### config.mk
export PLATFORM = sky130hd
export DESIGN_NAME = can_bit_timing_search
export DESIGN_NICKNAME = d
export VERILOG_FILES = /design/src/rtl/cbts_pkg.sv /design/src/rtl/cbts_div.sv /design/src/rtl/can_bit_timing_search.sv
export VERILOG_INCLUDE_DIRS = /design/src /design/src/rtl
export SDC_FILE = /design/constraint.sdc
export NUM_CORES = 1
export LEC_CHECK = 0
export ABC_AREA = 0
export BUFFER_PORTS_ARGS = -buffer_cell sky130_fd_sc_hd__buf_4
export CAP_MARGIN = 10
export CORE_AREA = 2 2 181 183
export CTS_CLUSTER_DIAMETER = 30
export DETAILED_ROUTE_END_ITERATION = 16
export DIE_AREA = 0 0 183 185
export PLACE_DENSITY_LB_ADDON = 0.08
export SYNTH_ARGS = -nofsm -noshare
export SYNTH_HDL_FRONTEND = slang
export SYNTH_SLANG_ARGS = --single-unit
### constraint.sdc
create_clock -name clk -period 6.1 [get_ports clk]
set_input_delay 0.61 -clock clk [delete_from_list [all_inputs] [get_ports clk]]
set_output_delay 0.61 -clock clk [all_outputs]
set_load 0.05 [all_outputs]
### src/rtl/assert_macros.svh
// Shared assertion macros for the bit timing search block.
`ifndef ASSERT_MACROS_SVH
`define ASSERT_MACROS_SVH

// Check that a condition implies another in the same cycle.
`define ASSERT_SAME(label, c, r, ante, cons) \
  label: assert property (@(posedge c) disable iff (r) (ante) |-> (cons)) \
    else $error("same-cycle implication failed");

// Check that a condition implies another in the next cycle.
`define ASSERT_NEXT(label, c, r, ante, cons) \
  label: assert property (@(posedge c) disable iff (r) (ante) |=> (cons)) \
    else $error("next-cycle implication failed");

`endif

### src/rtl/cbts_pkg.sv
package cbts_pkg;

  localparam int CLK_W        = 28;
  localparam int RATE_W       = 20;
  localparam int CYC_W        = 14;
  localparam int QUANTA_W     = 5;
  localparam int PROD_W       = CYC_W + QUANTA_W;
  localparam int PRESC_CODE_W = 10;
  localparam int SJW_W        = 2;
  localparam int SEG1_W       = 4;
  localparam int SEG2_W       = 3;

  localparam logic [CLK_W-1:0]  CLK_RESET  = CLK_W'(42000000);
  localparam logic [RATE_W-1:0] RATE_MIN   = RATE_W'(20000);
  localparam logic [RATE_W-1:0] RATE_MAX   = RATE_W'(1000000);
  localparam logic [SEG1_W-1:0] SEG1_START = SEG1_W'(10);
  localparam logic [SEG2_W-1:0] SEG2_START = SEG2_W'(5);
  localparam logic [SJW_W-1:0]  SJW_CODE   = SJW_W'(1);

  localparam logic STATUS_OK   = 1'b0;
  localparam logic STATUS_FAIL = 1'b1;

  // Request to the shared divider.
  typedef struct packed {
    logic              start;
    logic [CLK_W-1:0]  dividend;
    logic [RATE_W-1:0] divisor;
  } div_req_t;

  // Answer from the shared divider.
  typedef struct packed {
    logic             done;
    logic [CLK_W-1:0] quotient;
  } div_rsp_t;

endpackage

### src/rtl/cbts_div.sv
`include "assert_macros.svh"

module cbts_div (
  input  logic               clk,
  input  logic               rst,
  input  cbts_pkg::div_req_t req,
  output cbts_pkg::div_rsp_t rsp
);
  import cbts_pkg::*;

  localparam int DIV_STEPS = CLK_W;
  localparam int CNT_W     = $clog2(DIV_STEPS);

  logic              busy;
  logic              done;
  logic [CNT_W-1:0]  count;
  logic [RATE_W-1:0] rem;
  logic [CLK_W-1:0]  work;
  logic [RATE_W-1:0] dvs;

  logic [RATE_W:0]   trial;
  logic              fits;
  logic [RATE_W:0]   diff;

  // Shift in the next dividend bit and try the subtraction.
  always_comb begin
    trial = {rem, work[CLK_W-1]};
    fits  = (trial >= {1'b0, dvs});
    diff  = trial - {1'b0, dvs};
  end

  // One quotient bit per cycle, restoring form.
  always_ff @(posedge clk) begin
    if (rst) begin
      busy  <= 1'b0;
      done  <= 1'b0;
      count <= '0;
    end else begin
      // Flag the answer in the cycle after the last quotient step, with the final quotient.
      done <= busy && !req.start && (count == CNT_W'(DIV_STEPS - 1));
      if (req.start) begin
        busy  <= 1'b1;
        count <= '0;
        rem   <= '0;
        work  <= req.dividend;
        dvs   <= req.divisor;
      end else if (busy) begin
        rem  <= fits ? diff[RATE_W-1:0] : trial[RATE_W-1:0];
        work <= {work[CLK_W-2:0], fits};
        if (count == CNT_W'(DIV_STEPS - 1)) begin
          busy <= 1'b0;
        end else begin
          count <= count + CNT_W'(1);
        end
      end
    end
  end

  assign rsp.done     = done;
  assign rsp.quotient = work;

  `ASSERT_SAME(a_no_start_busy, clk, rst, req.start, !busy)
  `ASSERT_SAME(a_done_idle, clk, rst, done, !busy)
  `ASSERT_NEXT(a_last_step_done, clk, rst,
               busy && !req.start && count == CNT_W'(DIV_STEPS - 1), done)

endmodule

### src/rtl/can_bit_timing_search.sv
// CAN bit timing search. Write the peripheral clock in hertz through
// cfg_write_en/cfg_write_data while the block is idle; then present one
// requested bit rate per word on the input channel. Each word returns one
// result word: status 0 with prescaler, jump width, segment one and segment
// two codes, or status 1 with all codes zero when the rate is outside
// 20000..1000000 or no exact setting exists. A rejected rate goes straight
// from idle to the emit state without the divider; a search tries up to
// fourteen segment pairs from the start pair down, on the single radix-2
// divider, which serves the cycles-per-bit division once and, at each pair,
// the prescaler division and, with the prescaler in range, the check. The input
// is not ready while a search runs; a finished result waits in the output
// register while the next word is taken.
`include "assert_macros.svh"

module can_bit_timing_search #(
  parameter int MAX_PRESCALER = 1024
) (
  input  logic        clk,
  input  logic        rst,
  input  logic        cfg_write_en,
  input  logic [27:0] cfg_write_data,
  input  logic        in_valid,
  output logic        in_ready,
  input  logic [19:0] target_rate,
  output logic        out_valid,
  input  logic        out_ready,
  output logic        status,
  output logic [9:0]  prescaler_code,
  output logic [1:0]  jump_width_code,
  output logic [3:0]  segment_one_code,
  output logic [2:0]  segment_two_code
);
  import cbts_pkg::*;

  localparam logic [CYC_W-1:0] PRESC_MAX = CYC_W'(MAX_PRESCALER);

  typedef enum logic [3:0] {
    IDLE,
    WAIT_CYC,
    START_PRE,
    WAIT_PRE,
    MUL,
    CHECK,
    WAIT_CHK,
    ADV,
    EMIT
  } state_t;

  state_t            state;
  logic [CLK_W-1:0]  peripheral_clock_hz;
  logic [RATE_W-1:0] rate;
  logic [CYC_W-1:0]  cycles;
  logic [CYC_W-1:0]  presc;
  logic [PROD_W-1:0] prod;
  logic              in_range;
  logic [SEG1_W-1:0] s1;
  logic [SEG2_W-1:0] s2;

  logic                    res_status;
  logic [PRESC_CODE_W-1:0] res_presc;
  logic [SJW_W-1:0]        res_sjw;
  logic [SEG1_W-1:0]       res_s1;
  logic [SEG2_W-1:0]       res_s2;

  div_req_t div_req;
  div_rsp_t div_rsp;

  logic [QUANTA_W-1:0] quanta;
  logic [CYC_W-1:0]    presc_dec;
  logic [SEG1_W-1:0]   s1_next;
  logic [SEG2_W-1:0]   s2_next;
  logic                rate_bad;
  logic                out_free;

  cbts_div u_div (
    .clk (clk),
    .rst (rst),
    .req (div_req),
    .rsp (div_rsp)
  );

  // Derive the step quantities from the current segment pair.
  always_comb begin
    quanta    = QUANTA_W'(1) + QUANTA_W'(s1) + QUANTA_W'(s2);
    presc_dec = presc - CYC_W'(1);
    rate_bad  = (target_rate < RATE_MIN) || (target_rate > RATE_MAX);
    out_free  = !out_valid || out_ready;
    s1_next   = s1;
    s2_next   = s2;
    if (s1 > SEG1_W'(s2)) begin
      s1_next = s1 - SEG1_W'(1);
    end else begin
      s2_next = s2 - SEG2_W'(1);
    end
  end

  assign in_ready = (state == IDLE);

  // Hold the clock register.
  always_ff @(posedge clk) begin
    if (rst) begin
      peripheral_clock_hz <= CLK_RESET;
    end else if (cfg_write_en) begin
      peripheral_clock_hz <= cfg_write_data;
    end
  end

  // Sequence the search and hold the output word.
  always_ff @(posedge clk) begin
    if (rst) begin
      state         <= IDLE;
      out_valid     <= 1'b0;
      div_req.start <= 1'b0;
    end else begin
      // Start the divider on entry to each wait state.
      div_req.start <= (state == IDLE && in_valid && !rate_bad) ||
                       (state == START_PRE) || (state == CHECK && in_range);
      // Load a new word or drop the one just taken.
      if (state == EMIT && out_free) begin
        out_valid <= 1'b1;
      end else if (out_ready) begin
        out_valid <= 1'b0;
      end
      unique case (state)
        IDLE: begin
          if (in_valid) begin
            rate <= target_rate;
            s1   <= SEG1_START;
            s2   <= SEG2_START;
            if (rate_bad) begin
              res_status <= STATUS_FAIL;
              res_presc  <= '0;
              res_sjw    <= '0;
              res_s1     <= '0;
              res_s2     <= '0;
              state      <= EMIT;
            end else begin
              div_req.dividend <= peripheral_clock_hz;
              div_req.divisor  <= target_rate;
              state            <= WAIT_CYC;
            end
          end
        end
        WAIT_CYC: begin
          if (div_rsp.done) begin
            cycles <= div_rsp.quotient[CYC_W-1:0];
            state  <= START_PRE;
          end
        end
        START_PRE: begin
          div_req.dividend <= CLK_W'(cycles);
          div_req.divisor  <= RATE_W'(quanta);
          state            <= WAIT_PRE;
        end
        WAIT_PRE: begin
          if (div_rsp.done) begin
            presc <= div_rsp.quotient[CYC_W-1:0];
            state <= MUL;
          end
        end
        MUL: begin
          prod     <= PROD_W'(presc) * PROD_W'(quanta);
          in_range <= (presc != '0) && (presc <= PRESC_MAX);
          state    <= CHECK;
        end
        CHECK: begin
          if (in_range) begin
            div_req.dividend <= peripheral_clock_hz;
            div_req.divisor  <= RATE_W'(prod);
            state            <= WAIT_CHK;
          end else begin
            state <= ADV;
          end
        end
        WAIT_CHK: begin
          if (div_rsp.done) begin
            if (div_rsp.quotient == CLK_W'(rate)) begin
              res_status <= STATUS_OK;
              res_presc  <= presc_dec[PRESC_CODE_W-1:0];
              res_sjw    <= SJW_CODE;
              res_s1     <= s1 - SEG1_W'(1);
              res_s2     <= s2 - SEG2_W'(1);
              state      <= EMIT;
            end else begin
              state <= ADV;
            end
          end
        end
        ADV: begin
          s1 <= s1_next;
          s2 <= s2_next;
          if (s1_next == '0 || s2_next == '0) begin
            res_status <= STATUS_FAIL;
            res_presc  <= '0;
            res_sjw    <= '0;
            res_s1     <= '0;
            res_s2     <= '0;
            state      <= EMIT;
          end else begin
            state <= START_PRE;
          end
        end
        EMIT: begin
          if (out_free) begin
            status           <= res_status;
            prescaler_code   <= res_presc;
            jump_width_code  <= res_sjw;
            segment_one_code <= res_s1;
            segment_two_code <= res_s2;
            state            <= IDLE;
          end
        end
        default: begin
          state <= IDLE;
        end
      endcase
    end
  end

  `ASSERT_SAME(a_fail_zero, clk, rst, out_valid && status == STATUS_FAIL,
               prescaler_code == '0 && jump_width_code == '0 &&
               segment_one_code == '0 && segment_two_code == '0)
  `ASSERT_SAME(a_ok_sjw, clk, rst, out_valid && status == STATUS_OK,
               jump_width_code == SJW_CODE)
  `ASSERT_SAME(a_start_wait, clk, rst, div_req.start,
               state == WAIT_CYC || state == WAIT_PRE || state == WAIT_CHK)

endmodule

# Word-level counts from Yosys, hierarchy flattened
# Index checks and enable logic that the tools add are counted.
# word_totals
elab_cells	160
register_bits	272
out_inout_bits	22
inputBits	53
# op_classes
eq_ne	20
muxes	59
n_addsub	7
reduce_logical	37
n_mul	1
magnitude_cmp	5
n_bitwise	2
# ops
operator	n
48-bit two-way mux	3
48-bit case mux with 3 select lines	1
4-bit two-way mux	15
28-bit two-way mux	2
10-bit two-way mux	5
20-bit two-way mux	2
4-bit case mux with 9 select lines	1
10-bit case mux with 3 select lines	1
28-bit by 20-bit equality test with 1-bit output	1
21-bit by 20-bit >= comparator with 1-bit output	1
3-bit two-way mux	7
20-bit > comparator, second input constant	1
20-bit by 15-bit less-than comparator with 1-bit output, second input constant	1
20-bit subtractor	1
14-bit by 5-bit multiplier with 19-bit output	1
4-bit by 3-bit equality test with 1-bit output, second input constant	4
3-bit AND reduction	5
14-bit by 11-bit <= comparator with 1-bit output, second input constant	1
14-bit nonzero test	1
2-bit inequality test, second input constant	6
4-bit case mux with 3 select lines	1
1-bit two-way mux	11
2-bit two-way mux	5
5-bit AND reduction	2
28 further kinds	52

# Longest topological paths before layout
# logic_depth
depth_word	6
ltp_mapped	23
depth_no_buf	21

# Modules after synthesis
# Synthesis repeated with hierarchy kept, for this count alone.
# hier_totals
cells_unflattened	1200
area_unflattened_um2	14037.2
# by_module_without_submodules
module	cells_per_inst	instances	area_per_inst_um2	seq_area_each_um2
can_bit_timing_search	851	1	9989.6	5515.3
cbts_div	349	1	4047.6	2182.1

# Worst setup path after synthesis
# Ideal clock, no wire load.
# synth_path
kind	reg2reg
from	reg s1[0]
to	reg prod[15], data pin
path_buffers	2
required_time_ns	5.837
slack_ns	0.988
t_arrival_ns	4.850
stages_incl_launch_ff	22
setup_ns	0.263
path_cell_list	edfxtp_1 -> clkbuf_1 -> inv_1 -> ha_1 -> inv_1 -> fa_1 -> nor2b_1 -> o21a_1 -> clkbuf_1 -> and2_1 -> fa_1 -> fa_1 -> inv_1 -> fa_1 -> inv_1 -> ha_1 -> nand2_1 -> o21ai_0 -> o21ai_0 -> nor2_1 -> a311oi_1 -> xnor2_1
# synth_between
elab_chain_len	3
# synth_rtl
element	line	rtl
start: declaration	can_bit_timing_search.sv:56	logic [SEG1_W-1:0] s1;
start signal: assignment	can_bit_timing_search.sv:190	s1 <= s1_next;
1-bit by 4-bit adder with 5-bit output	can_bit_timing_search.sv:84	quanta = QUANTA_W'(1) + QUANTA_W'(s1) + QUANTA_W'(s2);
5-bit by 3-bit adder with 5-bit output	can_bit_timing_search.sv:84	
14-bit by 5-bit multiplier with 19-bit output	can_bit_timing_search.sv:162	prod <= PROD_W'(presc) * PROD_W'(quanta);
end signal: assignment	can_bit_timing_search.sv:162	
end: declaration	can_bit_timing_search.sv:54	logic [PROD_W-1:0] prod;
# Every way passes these cells.
# A chain may end at the register's enable or synchronous reset.

# Final worst setup path
# Ends and elaborated chain as after synthesis.

==> summary.txt <==
Run status
  • Status: completed

Synth
  • Post-Syn Area: 14,100 µm²
  • Number of synthesized flops with an enable pin: 229
  • Synth Area in Adders: 10.4%
  • Post-synth ARST share: 0%
  • Main combinational cell family by area after synthesis: simple AND/OR/NAND/NOR gates
  • #FFs+latches synth: 270
  • Cell with the most instances after synthesis: edfxtp_1
  • Compound-Gate Fraction of Synth Area: 10.5%
  • Area leader, netlist: edfxtp_1
  • Post-synthesis mux area share: 4.76%
  • Syn Area/Cell: 12.0 µm²
  • Post-synth top cells: edfxtp_1 (229), nor2_1 (91), inv_1 (76)
  • Ys flop type: edfxtp_1
  • Synth top area cells: edfxtp_1 (49%), dfxtp_1 (5.8%), fa_1 (5.4%)
  • Syn_nets: 1,323
  • Synth warn: 0
  • Cell variety after synth: 74
  • Post-Synth XOR/XNOR Area: 3.47%
  • Post-synthesis instance total: 1,175
  • Area fraction of the dominant cell type after synthesis: 48.6%
  • Simple-gate share of the synthesized area: 13.0%
  • Sequential area share after synthesis: 54.4%

Finish
  • FILL cells: 2,781
  • P&R area growth vs syn: 22.3%
  • Utilization after layout: 54.0%
  • Reg area: 7700 µm²
  • Nets@finish: 1,426
  • Layout cell share with drive strength beyond 1: 20.0%
  • Layout Cells excl Fill: 1,739
  • Diode count: 0
  • Footprint of the multi-input gates: 6010 µm²

Route
  • Total Wirelength: 32,800 µm
  • Routed length per instance: 18.9 µm
  • ANT nets after route: 0
  • Vias: 9,331
  • Initial DRC count: 670
  • # DRC: 0
  • Via-per-instance ratio: 5.37
  • Router iterations before antenna repair: 5

Timing
  • Min Tclk post-route: 5.70 ns
  • Hold Worst Slack: 0.220 ns
  • Tcrit/Tclk final: 93.4%
  • Highest clock rate: 176 MHz
  • Post-Route Setup TNS: 0 ns
  • Slew margin rel.: 24.1%
  • Hold Fails Final Rpt: 0
  • Unrepaired setup endpoints after global routing: no
  • # setup viols final: 0
  • Slew Limit Fails: 0
  • Worst Max-Slew Pin Slew: 1.14 ns
  • Clk_skew: 0.0525 ns

Clocking
  • Root buffer cell: clkbuf_16
  • Num CTS Buffers: 61
  • CTS clk-pin slew, worst paths: 0.05 ns
  • Post-CTS setup repair buffer count: 0
  • Worst-Skew Late Latency: 0.60 ns
  • Clock tree buffer depth: 3
  • Clock sinks: 270
  • CTS tree: yes
  • H-tree depth: 2
  • CTS Hold Bufs: 0

Floorplan
  • Die Footprint: 33,900 µm²
  • Die height: 185 µm
  • Core Rows: 66
  • Initial core utilization: 44.1%
  • Core Region: 32,000 µm²
  • Die Span X: 183 µm
  • I/O pin total: 75

Critical path
  • Worst path depth: 19
  • Crit path capture type: flop
  • Max Fanout on Critical Path: 15
  • Arrival time worst endpoint: 5.99 ns
  • Crit Path Class: reg -> reg
  • Max incr delay on CP: 0.54 ns
  • Worst Reg-to-Reg Cells: 19
  • Worst EP required: 6.39 ns
  • Buffers & Inverters on Critical Path: 4
  • CP max stage cell: fa_1
  • Crit path launch type: flop
  • CP delay by family, top: adder cells
  • Worst path cell trace: inv_1 -> ha_1 -> inv_1 -> fa_1 -> nor2b_1 -> o21a_1 -> and2_1 -> fa_1 -> fa_1 -> inv_1 -> fa_1 -> inv_1 -> ha_1 -> nand2_1 -> o21ai_0 -> o21ai_0 -> nor2_1 -> a311oi_1 -> xnor2_1
  • Flop2flop setup slack: 0.40 ns

GRT
  • Number of global-route vias before repair: 9,482
  • Initial antenna violation count: 0
  • GRT Total Usage: 20.0%
  • Pin count of the biggest net entering global routing: 49
  • GRT Residual Overflow: 0
  • First-pass GRT wire length: 52,600 µm

Power
  • Total power: 6360 µW
  • VDD IR-drop max: 300 µV
  • Total power divided by cell area: 368 nW/µm²
  • Pleak: 0.00663 µW

Placement
  • Input/output buffers: 73
  • Placed insts: 1,623
  • Post-DP HPWL: 22,800 µm
  • RePlAce Congestion: 0.840

Min path
  • Hold WC Path Type: in -> reg
  • Hold Crit Depth: 2

Flow run
  • Max-cap violations: 0
## layer usage
layer  part of all wire, %  vias to the layer above  track usage [%]
met5                     0                        -                0
met4                   1.7                        0             5.18
met3                   4.0                       44             3.60
met2                    47                      204             32.2
met1                    47                     4562             28.2
li1                      -                     4521                -
## layout by cell type, fill, tap and decap left out, types with 5 or more instances in the layout
| master | instances |
|---|---|
| a21oi_1 | 53 |
| o21a_1 | 14 |
| fa_1 | 38 |
| o211ai_1 | 12 |
| o22ai_1 | 5 |
| dfxtp_1 | 40 |
| clkinvlp_4 | 12 |
| xor2_1 | 13 |
| bufinv_16 | 6 |
| a31oi_1 | 7 |
| o21ai_0 | 30 |
| nor2_1 | 89 |
| o31ai_1 | 7 |
| nand3_1 | 23 |
| clkbuf_16 | 61 |
| inv_6 | 9 |
| nor4_1 | 13 |
| clkinv_2 | 8 |
| inv_1 | 76 |
| a21o_1 | 7 |
| a211oi_1 | 6 |
| buf_4 | 87 |
| nand4_1 | 15 |
| a22o_1 | 15 |
| a211o_1 | 12 |
| mux2_2 | 42 |
| ha_1 | 57 |
| and3_1 | 5 |
| edfxtp_1 | 229 |
| nand2_1 | 61 |
| nor3_1 | 23 |
| or3_1 | 9 |
| mux2i_1 | 20 |
| xnor2_1 | 42 |
| clkinv_4 | 10 |
| nor2b_1 | 37 |
| nand2b_1 | 11 |
| and2_1 | 50 |
## stage by stage
step                      worst slack [ns]  cell area [µm²]
final                                0.405            17300
after global routing                0.0417            17300
after CTS                            0.364            17300
after detailed placement             0.423            15100
after global placement               0.471            15100
after floorplan                      0.988            14100
## sequential cells by signal, indices dropped and copies added, names as in the netlist, 3 cells and up
signal,flops
div_req,49
peripheral_clock_hz,28
u_div.work,28
rate,20
u_div.dvs,20
u_div.rem,20
prod,19
cycles,14
presc,14
prescaler_code,10
res_presc,10
u_div.count,5
res_s1,4
s1,4
segment_one_code,4
state,4
res_s2,3
s2,3
segment_two_code,3
## timing repair
action | in CTS | in global routing
hold endpoints to repair | 0 | 0
setup endpoints to repair | 0 | 2
resized for setup | 0 | 1
## worst reg2reg max path: cells and delay by family, from the launching register on
family,cells,cell delay (ns)
AO/OA/AOI/OAI,4,1.40
XOR/XNOR,1,0.10
adder cells (fa/ha/maj),6,2.47
buffers and inverters,4,0.30
flip-flops,1,0.49
AND/OR/NAND/NOR,4,0.66
## final timing paths
check                      from                       to
max reg2reg               s1[0]                 prod[15]
max                       s1[0]                 prod[15]
min          cfg_write_data[10]  peripheral_clock_hz[10]
min reg2reg          div_req[2]             u_div.dvs[2]
## report_power, final
group          switching (µW)  total, µW  internal, µW
combinational             501        862           361
sequential               65.2       2240          2170
clock                    1130       3260          2120
total                    1700       6360          4660
## final cells by class
class                      instances  share of cell area (%)
clock buffer                      62                    8.85
clock inverter                    54                    3.50
inverter                          76                    1.65
multi-input combinational        782                    34.7
sequential                       270                    44.5
tap                              408                    2.95
timing repair buffer              87                    3.78
## cell families (layout without fill, tap and decap cells)
kind of cell	Yosys count	count (layout)
AO/OA/AOI/OAI	209	209
XOR/XNOR	56	56
adder cells (fa/ha/maj)	95	95
buffers and inverters	123	279
flip-flops	270	270
multiplexers	62	62
other	1	1
AND/OR/NAND/NOR	359	359
(Power assumes the default switching activity.)
